==> src/rtl/btas_pkg.sv <==
// btas_pkg: shared types, codes and microcode table for the block-transfer
// address sequencer. No dependencies; used by btas_if.sv and the top level.
`default_nettype none

package btas_pkg;

  localparam logic [1:0] MODE_LOAD       = 2'd0;
  localparam logic [1:0] MODE_STORE      = 2'd1;
  localparam logic [1:0] MODE_USER_LOAD  = 2'd2;
  localparam logic [1:0] MODE_USER_STORE = 2'd3;

  localparam logic [31:0] ALIGN_MASK = 32'hFFFF_FFFC;
  localparam logic [31:0] WORD_STEP  = 32'd4;

  typedef struct packed {
    logic [1:0]  mode;
    logic [3:0]  base_register;
    logic [31:0] base_address;
    logic [15:0] register_list;
    logic        increment;
    logic        before_req;
    logic        writeback;
  } req_t;

  typedef struct packed {
    logic [3:0]  reg_index;
    logic [31:0] address;
    logic        is_load;
    logic        user_bank;
    logic        branch_to_loaded;
    logic        restore_status;
    logic        transfer_valid;
    logic        wb_valid;
    logic [3:0]  wb_register;
    logic [31:0] wb_value;
    logic        last;
  } xfer_t;

  typedef logic [1:0] step_t;

  localparam step_t STEP_WAIT  = 2'd0;
  localparam step_t STEP_INIT  = 2'd1;
  localparam step_t STEP_SCAN  = 2'd2;
  localparam step_t STEP_EMPTY = 2'd3;
  localparam int    NUM_STEPS  = 4;

  typedef enum logic [1:0] {
    COND_IN_FIRE,
    COND_LIST_EMPTY,
    COND_LAST_XFER,
    COND_OUT_FREE
  } cond_e;

  typedef struct packed {
    logic  in_ready;
    logic  init;
    logic  scan;
    logic  emit_empty;
    cond_e cond;
    step_t next_true;
    step_t next_false;
  } ctrl_t;

  // one control word per step
  localparam ctrl_t UCODE [NUM_STEPS] = '{
    '{in_ready: 1'b1, init: 1'b0, scan: 1'b0, emit_empty: 1'b0,
      cond: COND_IN_FIRE, next_true: STEP_INIT, next_false: STEP_WAIT},
    '{in_ready: 1'b0, init: 1'b1, scan: 1'b0, emit_empty: 1'b0,
      cond: COND_LIST_EMPTY, next_true: STEP_EMPTY, next_false: STEP_SCAN},
    '{in_ready: 1'b0, init: 1'b0, scan: 1'b1, emit_empty: 1'b0,
      cond: COND_LAST_XFER, next_true: STEP_WAIT, next_false: STEP_SCAN},
    '{in_ready: 1'b0, init: 1'b0, scan: 1'b0, emit_empty: 1'b1,
      cond: COND_OUT_FREE, next_true: STEP_WAIT, next_false: STEP_EMPTY}
  };

endpackage

`default_nettype wire

==> src/rtl/btas_if.sv <==
// btas_req_if and btas_xfer_if: valid/ready channels for request and
// transfer beats. Depends on btas_pkg for the payload types.
`default_nettype none

interface btas_req_if import btas_pkg::*; ();
  logic valid;
  logic ready;
  req_t data;
  modport source (output valid, output data, input ready);
  modport sink (input valid, input data, output ready);
endinterface

interface btas_xfer_if import btas_pkg::*; ();
  logic  valid;
  logic  ready;
  xfer_t data;
  modport source (output valid, output data, input ready);
  modport sink (input valid, input data, output ready);
endinterface

`default_nettype wire

==> src/rtl/block_transfer_address_sequencer_top.sv <==
// block_transfer_address_sequencer_top: microcoded sequencer that turns one
// load/store-multiple request into one transfer beat per listed register, or
// one empty last beat for an empty list. The wait step captures the request,
// init sets the address and scan start, and scan registers each beat. Scan
// steps one register position per cycle but holds at a listed register while
// the output is stalled; a new request is accepted only after the last beat.
// reset: step counter returns to the wait step and the output beat is dropped
`default_nettype none

module block_transfer_address_sequencer_top import btas_pkg::*; #(
  parameter int REGISTER_COUNT = 16
) (
  input  wire               clk_i,
  input  wire               rst_ni,
  btas_req_if.sink          req_i,
  btas_xfer_if.source       xfer_o
);

  localparam int RW = $clog2(REGISTER_COUNT);
  localparam int CW = $clog2(REGISTER_COUNT + 1);
  localparam int RC = REGISTER_COUNT;
  localparam logic [RW-1:0] PC_IDX = RW'(REGISTER_COUNT - 1);

  step_t          upc_q, upc_d;
  ctrl_t          cw;
  logic [1:0]     mode_q;
  logic [3:0]     base_reg_q;
  logic [31:0]    base_q;
  logic           up_q, before_q, do_wb_q;
  logic [RC-1:0]  pend_q;
  logic [RW-1:0]  r_q;
  logic [31:0]    addr_q;
  logic [CW-1:0]  count_q;
  logic           out_valid_q;
  xfer_t          out_q, out_d;

  logic [RC+15:0] list_ext;
  logic [RC-1:0]  list_in, rbit, rest;
  logic [RW+3:0]  r_ext;
  logic [CW-1:0]  count_next;
  logic [31:0]    aligned, addr_first, addr_next, delta, wb_sum;
  logic           bit_set, last_x, out_free, emit_x, emit_e, in_fire, cond_ok;
  logic           is_load, is_user, is_pc, wb_req_ok, fire_last;

  assign cw = UCODE[upc_q];

  assign list_ext = {{RC{1'b0}}, req_i.data.register_list};
  assign list_in  = list_ext[RC-1:0];

  assign in_fire  = cw.in_ready && req_i.valid;
  assign out_free = !out_valid_q || xfer_o.ready;
  assign rbit     = {{(RC-1){1'b0}}, 1'b1} << r_q;
  assign bit_set  = |(pend_q & rbit);
  assign rest     = pend_q & ~rbit;
  assign last_x   = (rest == '0);
  assign emit_x   = cw.scan && bit_set && out_free;
  assign emit_e   = cw.emit_empty && out_free;
  assign fire_last = emit_x && last_x;

  always_comb begin
    case (cw.cond)
      COND_IN_FIRE:    cond_ok = in_fire;
      COND_LIST_EMPTY: cond_ok = (pend_q == '0);
      COND_LAST_XFER:  cond_ok = fire_last;
      COND_OUT_FREE:   cond_ok = out_free;
      default:         cond_ok = 1'b0;
    endcase
    upc_d = cond_ok ? cw.next_true : cw.next_false;
  end

  assign is_load = (mode_q == MODE_LOAD) || (mode_q == MODE_USER_LOAD);
  assign is_user = (mode_q == MODE_USER_LOAD) || (mode_q == MODE_USER_STORE);
  assign is_pc   = (r_q == PC_IDX);
  assign r_ext   = {4'b0000, r_q};

  assign aligned    = base_q & ALIGN_MASK;
  assign addr_first = !before_q ? aligned : (up_q ? aligned + WORD_STEP : aligned - WORD_STEP);
  assign addr_next  = up_q ? addr_q + WORD_STEP : addr_q - WORD_STEP;
  assign count_next = emit_x ? count_q + CW'(1) : count_q;
  assign delta      = {{(30 - CW){1'b0}}, count_next, 2'b00};
  assign wb_sum     = up_q ? base_q + delta : base_q - delta;

  // writeback rule per mode, pc bit taken from the incoming list
  always_comb begin
    case (req_i.data.mode)
      MODE_USER_STORE: wb_req_ok = 1'b0;
      MODE_USER_LOAD:  wb_req_ok = req_i.data.writeback && list_in[RC-1];
      default:         wb_req_ok = req_i.data.writeback;
    endcase
  end

  always_comb begin
    out_d                  = '0;
    out_d.is_load          = is_load;
    out_d.user_bank        = is_user;
    out_d.last             = emit_e || last_x;
    if (emit_x) begin
      out_d.reg_index        = r_ext[3:0];
      out_d.address          = addr_q;
      out_d.branch_to_loaded = is_load && is_pc;
      out_d.restore_status   = is_load && is_user && is_pc;
      out_d.transfer_valid   = 1'b1;
    end
    if (do_wb_q && out_d.last) begin
      out_d.wb_valid    = 1'b1;
      out_d.wb_register = base_reg_q;
      out_d.wb_value    = wb_sum;
    end
  end

  always_ff @(posedge clk_i or negedge rst_ni) begin
    if (!rst_ni) begin
      upc_q       <= STEP_WAIT;
      out_valid_q <= 1'b0;
    end else begin
      upc_q <= upc_d;
      if (emit_x || emit_e) begin
        out_valid_q <= 1'b1;
      end else if (xfer_o.ready) begin
        out_valid_q <= 1'b0;
      end
    end
  end

  always_ff @(posedge clk_i) begin
    if (in_fire) begin
      mode_q     <= req_i.data.mode;
      base_reg_q <= req_i.data.base_register;
      base_q     <= req_i.data.base_address;
      up_q       <= req_i.data.increment;
      before_q   <= req_i.data.before_req;
      do_wb_q    <= wb_req_ok;
      pend_q     <= list_in;
    end
    if (cw.init) begin
      addr_q  <= addr_first;
      r_q     <= up_q ? '0 : PC_IDX;
      count_q <= '0;
    end
    if (cw.scan && (!bit_set || emit_x)) begin
      r_q <= up_q ? r_q + RW'(1) : r_q - RW'(1);
    end
    if (emit_x) begin
      pend_q  <= rest;
      addr_q  <= addr_next;
      count_q <= count_next;
    end
    if (emit_x || emit_e) begin
      out_q <= out_d;
    end
  end

  assign req_i.ready  = cw.in_ready;
  assign xfer_o.valid = out_valid_q;
  assign xfer_o.data  = out_q;

`ifndef SYNTHESIS
  a_scan_nonempty: assert property (@(posedge clk_i) disable iff (!rst_ni)
    (upc_q == STEP_SCAN) |-> (pend_q != '0))
    else $error("scan step entered with no pending registers");

  a_count_bound: assert property (@(posedge clk_i) disable iff (!rst_ni)
    (upc_q == STEP_SCAN) |-> (($countones(pend_q) + count_q) <= 16))
    else $error("transfer count exceeds list size");

  a_last_returns: assert property (@(posedge clk_i) disable iff (!rst_ni)
    fire_last |=> (upc_q == STEP_WAIT) && out_valid_q && xfer_o.data.last)
    else $error("last transfer did not end the request");

  a_empty_item: assert property (@(posedge clk_i) disable iff (!rst_ni)
    emit_e |=> out_valid_q && !xfer_o.data.transfer_valid && xfer_o.data.last)
    else $error("empty list beat malformed");
`endif

endmodule

`default_nettype wire
==> src/flat_wrapper.sv <==
// flat-port wrapper written by rule: the top's interface ports become plain ports
module block_transfer_address_sequencer_top_flat import btas_pkg::*;
#(
  parameter int REGISTER_COUNT = 16
)
  (clk_i, rst_ni, req_i_valid, req_i_data, req_i_ready, xfer_o_valid, xfer_o_data, xfer_o_ready);
  btas_req_if req_i_i ();
  btas_xfer_if xfer_o_i ();
  input  wire clk_i;
  input  wire rst_ni;
  input wire logic [$bits(req_i_i.valid)-1:0] req_i_valid;
  input wire logic [$bits(req_i_i.data)-1:0] req_i_data;
  output wire logic [$bits(req_i_i.ready)-1:0] req_i_ready;
  output wire logic [$bits(xfer_o_i.valid)-1:0] xfer_o_valid;
  output wire logic [$bits(xfer_o_i.data)-1:0] xfer_o_data;
  input wire logic [$bits(xfer_o_i.ready)-1:0] xfer_o_ready;
  assign req_i_i.valid = req_i_valid;
  assign req_i_i.data = req_i_data;
  assign req_i_ready = req_i_i.ready;
  assign xfer_o_valid = xfer_o_i.valid;
  assign xfer_o_data = xfer_o_i.data;
  assign xfer_o_i.ready = xfer_o_ready;
  block_transfer_address_sequencer_top #(.REGISTER_COUNT(REGISTER_COUNT)) u_core (.clk_i(clk_i), .rst_ni(rst_ni), .req_i(req_i_i), .xfer_o(xfer_o_i));
endmodule
==> config.mk <==
export PLATFORM = sky130hd
export DESIGN_NAME = block_transfer_address_sequencer_top_flat
export DESIGN_NICKNAME = d
export VERILOG_FILES = /design/src/rtl/btas_pkg.sv /design/src/rtl/btas_if.sv /design/src/rtl/block_transfer_address_sequencer_top.sv /design/src/flat_wrapper.sv
export SDC_FILE = /design/constraint.sdc
export NUM_CORES = 1
export LEC_CHECK = 0
export BUFFER_PORTS_ARGS = -buffer_cell sky130_fd_sc_hd__clkbuf_2
export CORE_MARGIN = 3
export CORE_UTILIZATION = 45
export CTS_CLUSTER_DIAMETER = 200
export DETAILED_ROUTE_END_ITERATION = 8
export GPL_TIMING_DRIVEN = 0
export PLACE_DENSITY_LB_ADDON = 0.15
export SYNTH_ARGS = -nofsm -noshare
export SYNTH_HDL_FRONTEND = slang
export SYNTH_SLANG_ARGS = --single-unit
==> constraint.sdc <==
create_clock -name clk_i -period 11.2 [get_ports clk_i]
set_clock_uncertainty 0.05 [all_clocks]
set_input_delay 1.68 -clock clk_i [delete_from_list [all_inputs] [get_ports clk_i]]
set_output_delay 1.68 -clock clk_i [all_outputs]
set_load 0.03 [all_outputs]
# Word-level counts from Yosys, hierarchy flattened

Cells that the tools add are included.
W data, S select, Z words.

Flip-flop bits (word level): 180
Logic and storage cells: 99

Bitwise logic cells: 4
Muxes and demuxes: 25
Equality and inequality tests: 8
Shift-type cells: 1
$add $sub $neg: 9
Magnitude comparators: 1
Reductions and logical operators: 28

Operators by type and width:

| kind                    | count |
|---|---|
| $mux W32                | 6 |
| $add A32 B3 Y32 const B | 2 |
| $sub A32 B3 Y32 const B | 2 |
| $mux W37                | 1 |
| $add A32 B7 Y32         | 1 |
| $and A16 B16 Y16        | 2 |
| $logic_not A16 Y1       | 2 |
| $mux W16                | 2 |
| $sub A32 B7 Y32         | 1 |
| $bmux W10 S2            | 1 |
| $mux W10                | 2 |
| $mux W4                 | 4 |
| $not A16 Y16            | 1 |
| $reduce_or A16 Y1       | 1 |
| $shl A1 B4 Y16 const A  | 1 |
| $mux W5                 | 3 |
| $eq A2 B2 Y1 const B    | 6 |
| $logic_and A1 B1 Y1     | 11 |
| $reduce_bool A2 Y1      | 4 |
| $logic_or A1 B1 Y1      | 6 |
| $add A5 B1 Y5 const B   | 1 |
| $add A4 B1 Y4 const B   | 1 |
| $eq A4 B4 Y1 const B    | 1 |
| $logic_not A2 Y1        | 2 |
| other kinds (9)         | 12 |

# Logic depth before layout (Yosys ltp)

Gate-level depths: netlist of the first run.

Word-level depth: 10
Mapped depth: 25
Mapped depth without buffers: 24

# Least setup slack after synthesis of the first run

No wires, ideal clock.

Path kind: input-to-reg
Start point: input xfer_o_ready
End point: register u_core.out_q (netlist bit u_core.xfer_o.data[26]), data pin
Arrival: 5.291 ns
Cell stages on the path: 21
Setup slack: 5.593 ns
Cell sequence: nand2b_1 -> nand4b_4 -> clkinv_2 -> and2_1 -> a21oi_1 -> ha_1 -> a21boi_0 -> ha_1 -> nor2_1 -> a21oi_1 -> ha_1 -> a211o_1 -> a211oi_2 -> o31ai_4 -> a31oi_2 -> o41ai_4 -> a31oi_1 -> nor2_1 -> a311o_1 -> xnor2_1 -> nor2_1

Cells in the longest elaborated chain, start to end: 5
Elaborated cells between the ends (all ways): 9
Classes of those cells: add/sub (2); mux (2); reduce/logical (5)

Ends and longest elaborated chain:

| element                                            | RTL line                                    | text |
|---|---|---|
| from (decl)                                        | flat_wrapper.sv:16                          | `input wire logic [$bits(xfer_o_i.ready)-1:0] xfer_o_ready;` |
| $logic_or A1 B1 Y1 *                               | block_transfer_address_sequencer_top.sv:51  | `assign out_free = !out_valid_q \|\| xfer_o.ready;` |
| $logic_and A1 B1 Y1                                | block_transfer_address_sequencer_top.sv:56  | `assign emit_x = cw.scan && bit_set && out_free;` |
| $mux W5                                            | block_transfer_address_sequencer_top.sv:79  | `assign count_next = emit_x ? count_q + CW'(1) : count_q;` |
| $sub A32 B7 Y32 or $add A32 B7 Y32 (tied branches) | block_transfer_address_sequencer_top.sv:81  | `assign wb_sum = up_q ? base_q + delta : base_q - delta;` |
| $mux W32                                           | block_transfer_address_sequencer_top.sv:81  |  |
| to (signal assigned)                               | block_transfer_address_sequencer_top.sv:149 | `out_q <= out_d;` |
| to (decl)                                          | block_transfer_address_sequencer_top.sv:35  | `xfer_t out_q, out_d;` |

Mark *: on every way between the ends. The rest lies on a longest branch, timed or not.
A chain may end at the register's enable or synchronous reset.

# Worst setup path in the final report of the first run

Start point: input xfer_o_ready
End point: register u_core.out_q (netlist bit u_core.xfer_o.data[32]), data pin

Same word-level chain as after synthesis.

==> results of run 1 <==
## layout make-up
cell class | count | area (um^2) | area share
timing repair buffer | 143 | 783.3 | 0.05881
buffer | 39 | 166.4 | 0.01250
tap | 324 | 405.4 | 0.03044
sequential | 176 | 5270 | 0.3957
clock inverter | 15 | 152.6 | 0.01146
inverter | 33 | 125.1 | 0.009395
clock buffer | 17 | 425.4 | 0.03194
multi-input combinational | 871 | 5989 | 0.4497
## how the worst min path moves through the flow
stage / from / end / slack, ns / cells after the start
finish: u_core.mode_q[1] / u_core.xfer_o.data[41] / 0.49 / 1
global route: u_core.mode_q[0] / u_core.xfer_o.data[42] / 0.52 / 1
CTS: u_core.mode_q[1] / u_core.xfer_o.data[41] / 0.48 / 1
detailed placement: u_core.mode_q[1] / u_core.xfer_o.data[41] / 0.47 / 1
global placement: u_core.mode_q[1] / u_core.xfer_o.data[41] / 0.46 / 1
floorplan: u_core.mode_q[1] / u_core.xfer_o.data[41] / 0.44 / 1
## sequential cells by signal, indices dropped and copies added (netlist names)
register             cells
u_core.do_wb_q           1
u_core.before_q          1
u_core.base_q           32
u_core.upc_q             2
u_core.up_q              1
u_core.count_q           5
u_core.mode_q            2
u_core.xfer_o.data      77
u_core.xfer_o.valid      1
u_core.pend_q           16
u_core.addr_q           30
u_core.r_q               4
u_core.base_reg_q        4
## kinds of logic (layout without fill, tap and decap cells)
logic type / Yosys count / in the layout / share of synthesized area
xor+xnor: 84 / 84 / 0.06377
mux: 22 / 22 / 0.02017
simple gates: 349 / 349 / 0.1479
compound gates: 320 / 320 / 0.1811
buf+inv: 72 / 247 / 0.02527
flops: 176 / 176 / 0.4568
other cells: 1 / 2 / 0.0003251
fa+ha+maj: 94 / 94 / 0.1046
## worst max-delay path: stages
cell and delay [ns]:
clkbuf_2 0.08, nand2b_1 0.20, nand4b_4 0.25, clkinv_2 0.25, clkbuf_1 0.55, nand4_1 0.17, a21boi_0 0.21, ha_1 0.26
nor2_1 0.10, a21oi_1 0.07, ha_1 0.27, a211o_1 0.30, a211oi_2 0.32, o31ai_4 0.14, a31oi_2 0.30, o41ai_4 0.15
a211oi_2 0.39, o21ai_1 0.16, a31oi_1 0.27, nand2b_1 0.14, mux2i_1 0.08
## placed cells by master, fill, tap and decap left out, types with 15 or more instances in the layout
cell	netlist	routed
a211oi_1	16	16
a21o_1	35	35
nor2_1	100	100
clkbuf_2	0	139
edfxtp_1	173	173
nand3_1	18	18
and3_1	16	16
mux2i_1	21	21
ha_1	90	90
nand2_1	90	89
clkbuf_1	24	24
inv_1	32	31
a21oi_1	86	86
nor3_1	24	24
o21ai_0	71	71
nand2b_1	15	15
clkbuf_16	0	17
and2_1	38	37
xnor2_1	55	55
xor2_1	29	29
## synth_stat cells, drive strengths merged, types with 7 or more instances
library cell | number | area, um^2
edfxtp | 173 | 5195
nor2 | 100 | 375.4
ha | 90 | 1126
nand2 | 90 | 337.8
a21oi | 87 | 446.7
o21ai | 82 | 410.4
xnor2 | 55 | 481.7
and2 | 38 | 237.7
a21o | 35 | 262.8
inv | 32 | 120.1
xor2 | 29 | 254.0
clkbuf | 24 | 90.09
nor3 | 24 | 120.1
mux2i | 21 | 210.2
nand3 | 19 | 100.1
a211oi | 18 | 145.1
and3 | 16 | 100.1
buf | 15 | 76.32
nand2b | 15 | 93.84
a31oi | 14 | 93.84
o21a | 12 | 90.09
o21bai | 11 | 82.58
nand4 | 10 | 62.56
o211ai | 8 | 60.06
nor4 | 7 | 43.79
## power groups by stage
stage / Clock, mW / Combinational (mW) / Sequential (mW)
6_report: 0.603 / 2.77 / 1.40
4_1_cts: 0.611 / 2.78 / 1.40
3_5_place_dp: 0 / 2.75 / 1.41
5_1_grt: 0.644 / 3.07 / 1.44
3_3_place_gp: 0 / 2.68 / 1.45
2_1_floorplan: 0 / 1.73 / 1.69
## metal layers
layer / global-route usage / vias up / wire [um]
met4: 0.05425 / 0 / 345
met1: 0.3061 / 4229 / 13950
li1: - / 4514 / -
met5: 0 / - / 0
met2: 0.3161 / 277 / 12630
met3: 0.04023 / 25 / 1751
==> metrics.md, run 1 <==
| Metric | Value |
|---|---|
| Final instance area | 13,320 um^2 |
| I/O Pins | 142 |
| Post-layout min period | 6.231 ns |
| Post-Route WL | 28,680 um |
| Detailed Place HPWL | 21,230 um |
| Worst slew pin tran | 0.8800 ns |
| Critical Path Fanout Max | 10 |
| Min Hold Slack | 0.4852 ns |
| Initial antenna violation count | 0 |
| Combinational fraction of design power | 0.581 |
| # diodes | 0 |
| R2r endpoint | u_core.xfer_o.data[32] |
| Sequential share of power | 0.293 |
| EDFF count, synth | 173 |
| Worst Path Arrival | 6.37 ns |
| PD cells | ~360 nW/um^2 |
| Die W | 166.1 um |
| Vias per inst | approximately 5.6 |
| Clock Path Buffers | 2 |
| Pint | 2.516 mW |
| Asr flop ratio synth | 0.01705 |
| Post-layout nets | between 1,000 and 1,500 |
| GPL Wtd Cong | 0.9274 |
| RSZ-0062 raised after global routing | false |
| Chip height | 166.1 um |
| Yosys warns | 0 |
| Root Driver | clkbuf_16 |
| Required time of the critical path | 11.34 ns |
| CP Class | input port to flop |
| Static Leakage | 5.458 nW |
| Final worst setup slack | 4.969 ns |
| Worst-path clk slew | 0.07 ns |
| Crit path to | u_core.xfer_o.data[32] |
| Grt ovf | 0 |
| CP endpoint kind | flop |
| DP Worst Slack | 4.510 ns |
| Slew Viols, Final | 0 |
| Tot Pwr | between 4 and 5 mW |
| Layout area overhead | 15.44% |
| Post-Syn Area | about 12,000 um^2 |
| Pin count of the biggest net entering global routing | 45 |
| Worst R2R Setup Slack | about 5.0 ns |
| Setup crit start | xfer_o_ready |
| Placeable Area | 24,750 um^2 |
| Placed cell count | 1,586 |
| Layout Cells excl Fill | 1,618 |
| Worst r2r src | u_core.r_q[1] |
| Share of cells above drive strength 1 | 0.1615 |
| Post-layout util | 0.5381 |
| DR vias | 9,045 |
| Max-Cap Viols | 0 |
| # setup viols final | 0 |
| Gr usage total | 0.2078 |
| CTS resizes | 0 |
| Post-synthesis sequential area ratio | 0.4568 |
| P_sw | 2.263 mW |
| Later-pin clock latency in the skew report | 0.45 ns |
| Port-buffer cells | approximately 140 |
| HP Class | flop to flop |
| Die ar. | 27,590 um^2 |
| Cell count after synthesis | 1,118 |
| CTS tree | built |
| Rows | between 50 and 60 |
| Post-CTS setup buffers | 0 |
| VDD IR-drop max | 0.1966 mV |
| Vias in the first global route | approximately 8,700 |
| DRT Pass-1 Iters | 5 |
| Avg Inst Size Synth | 10.32 um^2 |
| Max frequency | roughly 0.16 GHz |
| Yosys reg bits | 176 |
| Initial Util | 0.4662 |
| Yosys cell types | 75 |
| Hold buffers post-CTS | 0 |
| First-pass GRT wire length | 46,420 um |
| Fin crit share | 0.5564 |
| DR DRC count | 0 |
| Post-synth top flop | edfxtp_1 |
| Outcome | completed |
| Clock network power share | 0.126 |
| Fin. Hold Viols | 0 |
| Sw Share | 0.4735 |
| Fill cells | 2,249 |
| Crit start category | input port |
| 1st-iter DRT viols | 595 |
| Sink Count | 176 |
| Slew HR | 0.4133 |
| Number of buffers created by CTS | 17 |
| R2R depth | 21 |
| Placed cell area | between 10,000 and 15,000 um^2 |
| Setup TNS | 0 ns |
| H-tree depth | 4 |
| Routed wire per std cell | about 18 um |
| Antenna viol nets, final | 0 |
Note: power is estimated with default switching activity, not from simulation.
==> inputs of run 2 (changes only) <==
- clock period: 11.2 -> 5.1 ns (I/O delays scaled with it)
==> run 2 against run 1 <==
The run now ends with negative setup slack left. Die area stayed put. Non-clock buffer count is 29 higher. Routed wire length is 3.3% higher. Register-to-register slack worse by 5.1 ns. Worst hold slack worse by 0.42 ns. Cell count is 1.8% higher. Core utilization is 2.5 points higher. Critical endpoint is now u_core.xfer_o.data[26]. Highest routed layer unchanged.
==> metrics.md, run 2 (synthesized netlist as in run 1, its figures left out) <==
| Metric | Value |
|---|---|
| Critical Path Fanout Max | 4 (was 10) |
| Slew HR | 0.4329 (was 0.4133) |
| Fin crit share | 1.013 |
| Root Driver | clkbuf_16 (unchanged) |
| CP endpoint kind | flop (unchanged) |
| Worst R2R Setup Slack | -0.07 ns (was 5.02 ns) |
| 1st-iter DRT viols | 551 (was 595) |
| DR vias | 9,211 (was 9,045) |
| Sink Count | 176 (unchanged) |
| Fin. Hold Viols | 0 (unchanged) |
| Worst Path Arrival | 5.30 ns (was 6.37 ns) |
| Pin count of the biggest net entering global routing | 45 (unchanged) |
| Worst slew pin tran | 0.8506 ns (was 0.8800 ns) |
| Final instance area | 13,930 um^2 (was 13,320 um^2) |
| RSZ-0062 raised after global routing | true (was false) |
| Layout area overhead | 20.74% (was 15.44%) |
| Port-buffer cells | 139 (unchanged) |
| Detailed Place HPWL | 21,230 um (unchanged) |
| Post-Route WL | 29,610 um (was 28,680 um) |
| Max frequency | 0.1935 GHz |
| DRT Pass-1 Iters | 5 (unchanged) |
| Vias in the first global route | 8,861 (was 8,736) |
| Post-layout min period | 5.168 ns |
| Number of flip-flops in the largest register | 77 (unchanged) |
| Required time of the critical path | 5.23 ns (was 11.34 ns) |
| Worst r2r src | u_core.r_q[1] (unchanged) |
| Die ar. | 27,590 um^2 (unchanged) |
| Slew Viols, Final | 0 (unchanged) |
| Commonest non-fill, non-tap cell in the layout | edfxtp_1 (unchanged) |
| CTS tree | built (unchanged) |
| Placed cell area | 12,740 um^2 (unchanged) |
| H-tree depth | 4 (unchanged) |
| First-pass GRT wire length | 47,180 um (was 46,420 um) |
| Layout Cells excl Fill | 1,647 (was 1,618) |
| Initial antenna violation count | 0 (unchanged) |
| # diodes | 0 (unchanged) |
| Placed cell count | 1,586 (unchanged) |
| Number of buffers created by CTS | 17 (unchanged) |
| Final worst setup slack | -0.06842 ns (was 4.969 ns) |
| Most frequent cells in the layout | 173 x edfxtp_1, 139 x clkbuf_2, 97 x nor2_1, 87 x ha_1, 84 x nand2_1 (was 173 x edfxtp_1, 139 x clkbuf_2, 100 x nor2_1, 90 x ha_1, 89 x nand2_1) |
| Gr usage total | 0.2109 (was 0.2078) |
| Failing checks | negative setup slack |
| # setup viols final | 4 (was 0) |
| Crit start category | flop (was input port) |
| Die W | 166.1 um (unchanged) |
| Rows | 57 (unchanged) |
| Share of cells above drive strength 1 | 0.2162 (was 0.1615) |
| Later-pin clock latency in the skew report | 0.44 ns (was 0.45 ns) |
| Post-layout nets | 1,465 (was 1,436) |
| Placeable Area | 24,750 um^2 (unchanged) |
| Clock Path Buffers | 2 (unchanged) |
| Initial Util | 0.4662 (unchanged) |
| Max-Cap Viols | 0 (unchanged) |
| R2r endpoint | u_core.xfer_o.data[26] (was u_core.xfer_o.data[32]) |
| R2R depth | 26 (was 21) |
| Chip height | 166.1 um (unchanged) |
| HP Class | input port to async pin (was flop to flop) |
| Antenna viol nets, final | 0 (unchanged) |
| Outcome | finished with violations (was completed) |
| Hold buffers post-CTS | 0 (unchanged) |
| Setup crit start | u_core.r_q[1] (was xfer_o_ready) |
| Vias per inst | 5.593 (was 5.590) |
| Routed wire per std cell | 17.98 um (was 17.72 um) |
| CP Class | flop to flop (was input port to flop) |
| Grt ovf | 0 (unchanged) |
| Worst-path clk slew | 0.08 ns (was 0.07 ns) |
| GPL Wtd Cong | 0.9274 (unchanged) |
| I/O Pins | 142 (unchanged) |
| DR DRC count | 0 (unchanged) |
==> run 2: worst max-delay path by stage <==
stage / to / slack [ns] / cells past startpoint
2_1_floorplan: u_core.xfer_o.data[26] / 0.01 / 24
3_3_place_gp: u_core.xfer_o.data[32] / -1.03 / 21
3_5_place_dp: u_core.xfer_o.data[32] / -1.08 / 21
4_1_cts: u_core.xfer_o.data[32] / 0.001 / 24
5_1_grt: u_core.xfer_o.data[26] / -0.28 / 26
6_report: u_core.xfer_o.data[26] / -0.07 / 26
==> run 2: area by class of cell <==
cell class | count | area [um^2]
Fill cell | 2176 | 10820
Multi-Input combinational cell | 871 | 6320
Timing Repair Buffer | 172 | 1030
Sequential cell | 176 | 5270
Inverter | 33 | 128.9
Clock buffer | 17 | 425.4
Buffer | 39 | 196.4
Clock inverter | 15 | 152.6
Tap cell | 324 | 405.4
==> run 2: worst max-delay path: stages (launching register included) <==
cell      delay, ns
edfxtp_1       0.39
buf_6          0.13
mux4_2         0.53
a31oi_4        0.22
nand3_4        0.13
nand4b_4       0.18
clkinv_4       0.09
buf_4          0.16
buf_4          0.17
nand2_4        0.09
nand2_2        0.06
a21boi_2       0.14
ha_1           0.24
nor2_2         0.12
a21oi_2        0.07
ha_4           0.22
a211o_1        0.27
a211oi_4       0.29
o31ai_4        0.12
a31oi_4        0.22
o41ai_4        0.12
buf_4          0.17
a31oi_4        0.16
nor2_1         0.06
a311o_1        0.28
xnor2_1        0.16
nor2_1         0.05
==> run 2: routing by layer <==
metal  vias to the layer above  part of all wire  GRT usage
li1                       4563                 -          -
met1                      4345              0.49     0.3121
met2                       267              0.44     0.3186
met3                        36             0.057    0.03594
met4                         0             0.016    0.06401
met5                         -                 0          0
==> run 2: what timing repair did <==
action / 4_1_cts / 5_1_grt
gates cloned: 0 / 0
endpoints found under the setup margin: 20 / 13
buffers inserted: 18 / 11
pin swaps: 20 / 29
gates resized for setup: 42 / 41
==> run 2: through the flow <==
stage | TNS (ns) | setup WS, ns | hold WS [ns] | utilization
after global routing | -1.523 | -0.2758 | 0.05695 | 0.5628
after CTS | 0 | 0.0009646 | 0.05261 | 0.5507
after detailed placement | -10.78 | -1.077 | 0.4659 | 0.5148
after global placement | -13.17 | -1.026 | 0.4563 | 0.5108
after floorplan | 0 | 0.01189 | 0.4194 | -
final | -0.1413 | -0.06842 | 0.06149 | 0.5628
Power of run 2 is not shown: default switching activity piles up to over one toggle a cycle in this logic, so the estimate is an artifact.
==> inputs of run 3 (changes only) <==
--- a/config.mk
+++ b/config.mk
@@ -8,2 +8,3 @@
 export BUFFER_PORTS_ARGS = -buffer_cell sky130_fd_sc_hd__clkbuf_2
+export CAP_MARGIN = 20
 export CORE_MARGIN = 3
==> constraint.sdc (replaced) <==
create_clock -name clk_i -period 5.1 [get_ports clk_i]
set_clock_uncertainty 0.05 [all_clocks]
set_input_delay 0 -clock clk_i [delete_from_list [all_inputs] [get_ports clk_i]]
set_output_delay 0 -clock clk_i [all_outputs]
set_load 0.03 [all_outputs]
==> run 3 against run 2 <==
The run still ends with negative setup slack left. Critical path depth is the same. Cell count grew 3.6%. Count of clock-buffer cells in the layout is the same. Register-to-register slack is essentially flat. Non-clock buffer count grew 60. Sequential share of layout area shrank 1.6 points. Die area is the same. Worst setup slack gained 0.0025 ns.
==> metrics.md, run 3 (synthesized netlist as in run 1, its figures left out) <==
| Metric | Value |
|---|---|
| Placeable Area | 24,750 um^2 (unchanged) |
| Top Family by Delay on Critical Path | compound AO/OA/AOI/OAI gates (unchanged) |
| R2R depth | 26 (unchanged) |
| Vias in the first global route | 9,099 (was 8,861) |
| Post-layout nets | 1,525 (was 1,465) |
| Worst hold start | req_i_valid |
| Min Hold Slack | 0.1830 ns (was 0.06149 ns) |
| GPL Wtd Cong | 0.9274 (unchanged) |
| Worst-path clk slew | 0.08 ns (about the same) |
| Levels on crit path | 26 (unchanged) |
| Max frequency | 0.1936 GHz (was 0.1935 GHz) |
| Commonest non-fill, non-tap cell in the layout | edfxtp_1 (unchanged) |
| Fill cells | 2,128 (was 2,176) |
| Critical Path Fanout Max | 4 (unchanged) |
| RSZ-0062 raised after global routing | true (unchanged) |
| Worst Path Arrival | 5.30 ns (about the same) |
| Grt ovf | 0 (unchanged) |
| Footprint of the multi-input gates | 6320 um^2 (unchanged) |
| Failing checks | negative setup slack (unchanged) |
| Final worst setup slack | -0.06588 ns (was -0.06842 ns) |
| DR DRC count | 0 (unchanged) |
| Share of cells above drive strength 1 | 0.2068 (was 0.2162) |
| Register Area | 5270 um^2 (unchanged) |
| 1st-iter DRT viols | 692 (was 551) |
| I/O Pins | 142 (unchanged) |
| Later-pin clock latency in the skew report | 0.44 ns (about the same) |
| Fin crit share | 1.013 (about the same) |
| HP Class | input port to flop (was input port to async pin) |
| Die W | 166.1 um (unchanged) |
| Worst slew pin tran | 0.8563 ns (was 0.8506 ns) |
| Buf/Inv on CP | 5 (unchanged) |
| CTS tree | built (unchanged) |
| Initial Util | 0.4662 (unchanged) |
| Number of flip-flops in the largest register | 77 (unchanged) |
| Layout area overhead | 26.05% (was 20.74%) |
| PD cells | just under 800 nW/um^2 |
| Outcome | finished with violations (unchanged) |
| Static Leakage | 5.940 nW |
| Rows | 57 (unchanged) |
| Max-Cap Viols | 0 (unchanged) |
| CP Class | flop to flop (unchanged) |
| Detailed Place HPWL | 21,230 um (unchanged) |
| Fin. Hold Viols | 0 (unchanged) |
| CP endpoint kind | flop (unchanged) |
| First-pass GRT wire length | 48,360 um (was 47,180 um) |
| # diodes | 0 (unchanged) |
| # setup viols final | 3 (was 4) |
| Die ar. | 27,590 um^2 (unchanged) |
| Number of buffers created by CTS | 17 (unchanged) |
| Slowest cell on the critical path | mux4_2 (unchanged) |
| Chip height | 166.1 um (unchanged) |
| Worst r2r src | u_core.r_q[1] (unchanged) |
| DR vias | 9,506 (was 9,211) |
| Required time of the critical path | 5.23 ns (about the same) |
| Post-Route WL | 30,410 um (was 29,610 um) |
| Slew Viols, Final | 0 (unchanged) |
| Port-buffer cells | 139 (unchanged) |
| R2r endpoint | u_core.xfer_o.data[26] (unchanged) |
| Hold EP | u_core.base_q[2] |
| Vias per inst | 5.569 (was 5.593) |
| VDD IR-drop max | around 0.46 mV |
| WHS Path Cells | 2 |
| Most frequent cells in the layout | 173 x edfxtp_1, 139 x clkbuf_2, 97 x nor2_1, 87 x ha_1, 84 x nand2_1 (unchanged) |
| Initial antenna violation count | 0 (unchanged) |
| Pin count of the biggest net entering global routing | 45 (unchanged) |
| Post-layout min period | 5.166 ns (was 5.168 ns) |
| Sink Count | 176 (unchanged) |
| Worst R2R Setup Slack | -0.07 ns (about the same) |
| DRT Pass-1 Iters | 5 (unchanged) |
| CP peak stage delay | 0.53 ns (about the same) |
| Crit start category | flop (unchanged) |
| Placed cell count | 1,586 (unchanged) |
| Layout Cells excl Fill | 1,707 (was 1,647) |
| Routed wire per std cell | 17.81 um (was 17.98 um) |
| Root Driver | clkbuf_16 (unchanged) |
| Antenna viol nets, final | 0 (unchanged) |
| Gr usage total | 0.2161 (was 0.2109) |
| Clock Path Buffers | 2 (unchanged) |
| H-tree depth | 4 (unchanged) |
| Slew HR | 0.4291 (was 0.4329) |
## run 3: changes by cell type in the layout (fill, tap and decap cells not counted), sizes merged
| cell | change |
|---|---|
| dlygate4sd3 | +60 |
## run 3: cell type report
| class | instances | area share |
|---|---|---|
| multi-input combinational | 871 | 0.4346 |
| sequential | 176 | 0.3624 |
| timing repair buffer | 232 | 0.1130 |
| clock buffer | 17 | 0.02925 |
| tap | 324 | 0.02788 |
| buffer | 39 | 0.01351 |
| clock inverter | 15 | 0.01050 |
| inverter | 33 | 0.008863 |
## run 3: stage by stage
step                      worst slack (ns)    util  power, mW  setup TNS [ns]  cell area, um^2
final                             -0.06588  0.5876      11.34         -0.1131            14540
after global routing               -0.2739  0.5876      12.13          -1.518            14540
after CTS                        0.0009646  0.5750      10.95               0            14230
after detailed placement            -1.077  0.5148      9.145          -10.78            12740
after global placement              -1.026  0.5108      9.032          -13.17            12640
after floorplan                    0.01189       -      7.516               0            11540
## run 3: timing repair
| action | 4_1_cts | 5_1_grt |
|---|---|---|
| gates resized for setup | 42 | 41 |
| setup buffers | 18 | 11 |
| hold buffers | 60 | 0 |
| endpoints found under the hold margin | 62 | 0 |
| setup endpoints to repair | 20 | 13 |
| gates cloned | 0 | 0 |
| pin swaps | 20 | 29 |
## run 3: worst max-delay path by stage
| stage | start | endpoint | slack, ns |
|---|---|---|---|
| after floorplan | u_core.r_q[1] | u_core.xfer_o.data[26] | 0.01 |
| after global placement | u_core.r_q[1] | u_core.xfer_o.data[32] | -1.03 |
| after detailed placement | u_core.r_q[1] | u_core.xfer_o.data[32] | -1.08 |
| after CTS | u_core.r_q[1] | u_core.xfer_o.data[32] | 0.001 |
| after global routing | u_core.r_q[1] | u_core.xfer_o.data[26] | -0.27 |
| final | u_core.r_q[1] | u_core.xfer_o.data[26] | -0.07 |
## run 3: per-layer routing
metal,vias up,GRT usage,part of all wire
li1,4689,-,-
met1,4467,0.3173,0.48
met2,311,0.3293,0.44
met3,39,0.03452,0.058
met4,0,0.06908,0.018
met5,-,0,0
## run 3: worst register-to-register path, delay by kind of cell, from the launching register on
family / cells / cell delay, ns
flip-flops: 1 / 0.38
AO/OA/AOI/OAI: 10 / 1.91
adder cells (fa/ha/maj): 2 / 0.46
multiplexers: 1 / 0.53
AND/OR/NAND/NOR: 7 / 0.70
XOR/XNOR: 1 / 0.16
buffers and inverters: 5 / 0.73
## run 3: power by group
group          total (mW)  internal [mW]  switching [mW]
Combinational        6.92           2.61            4.31
Clock                1.33          0.692           0.636
Sequential           3.09           2.72           0.367
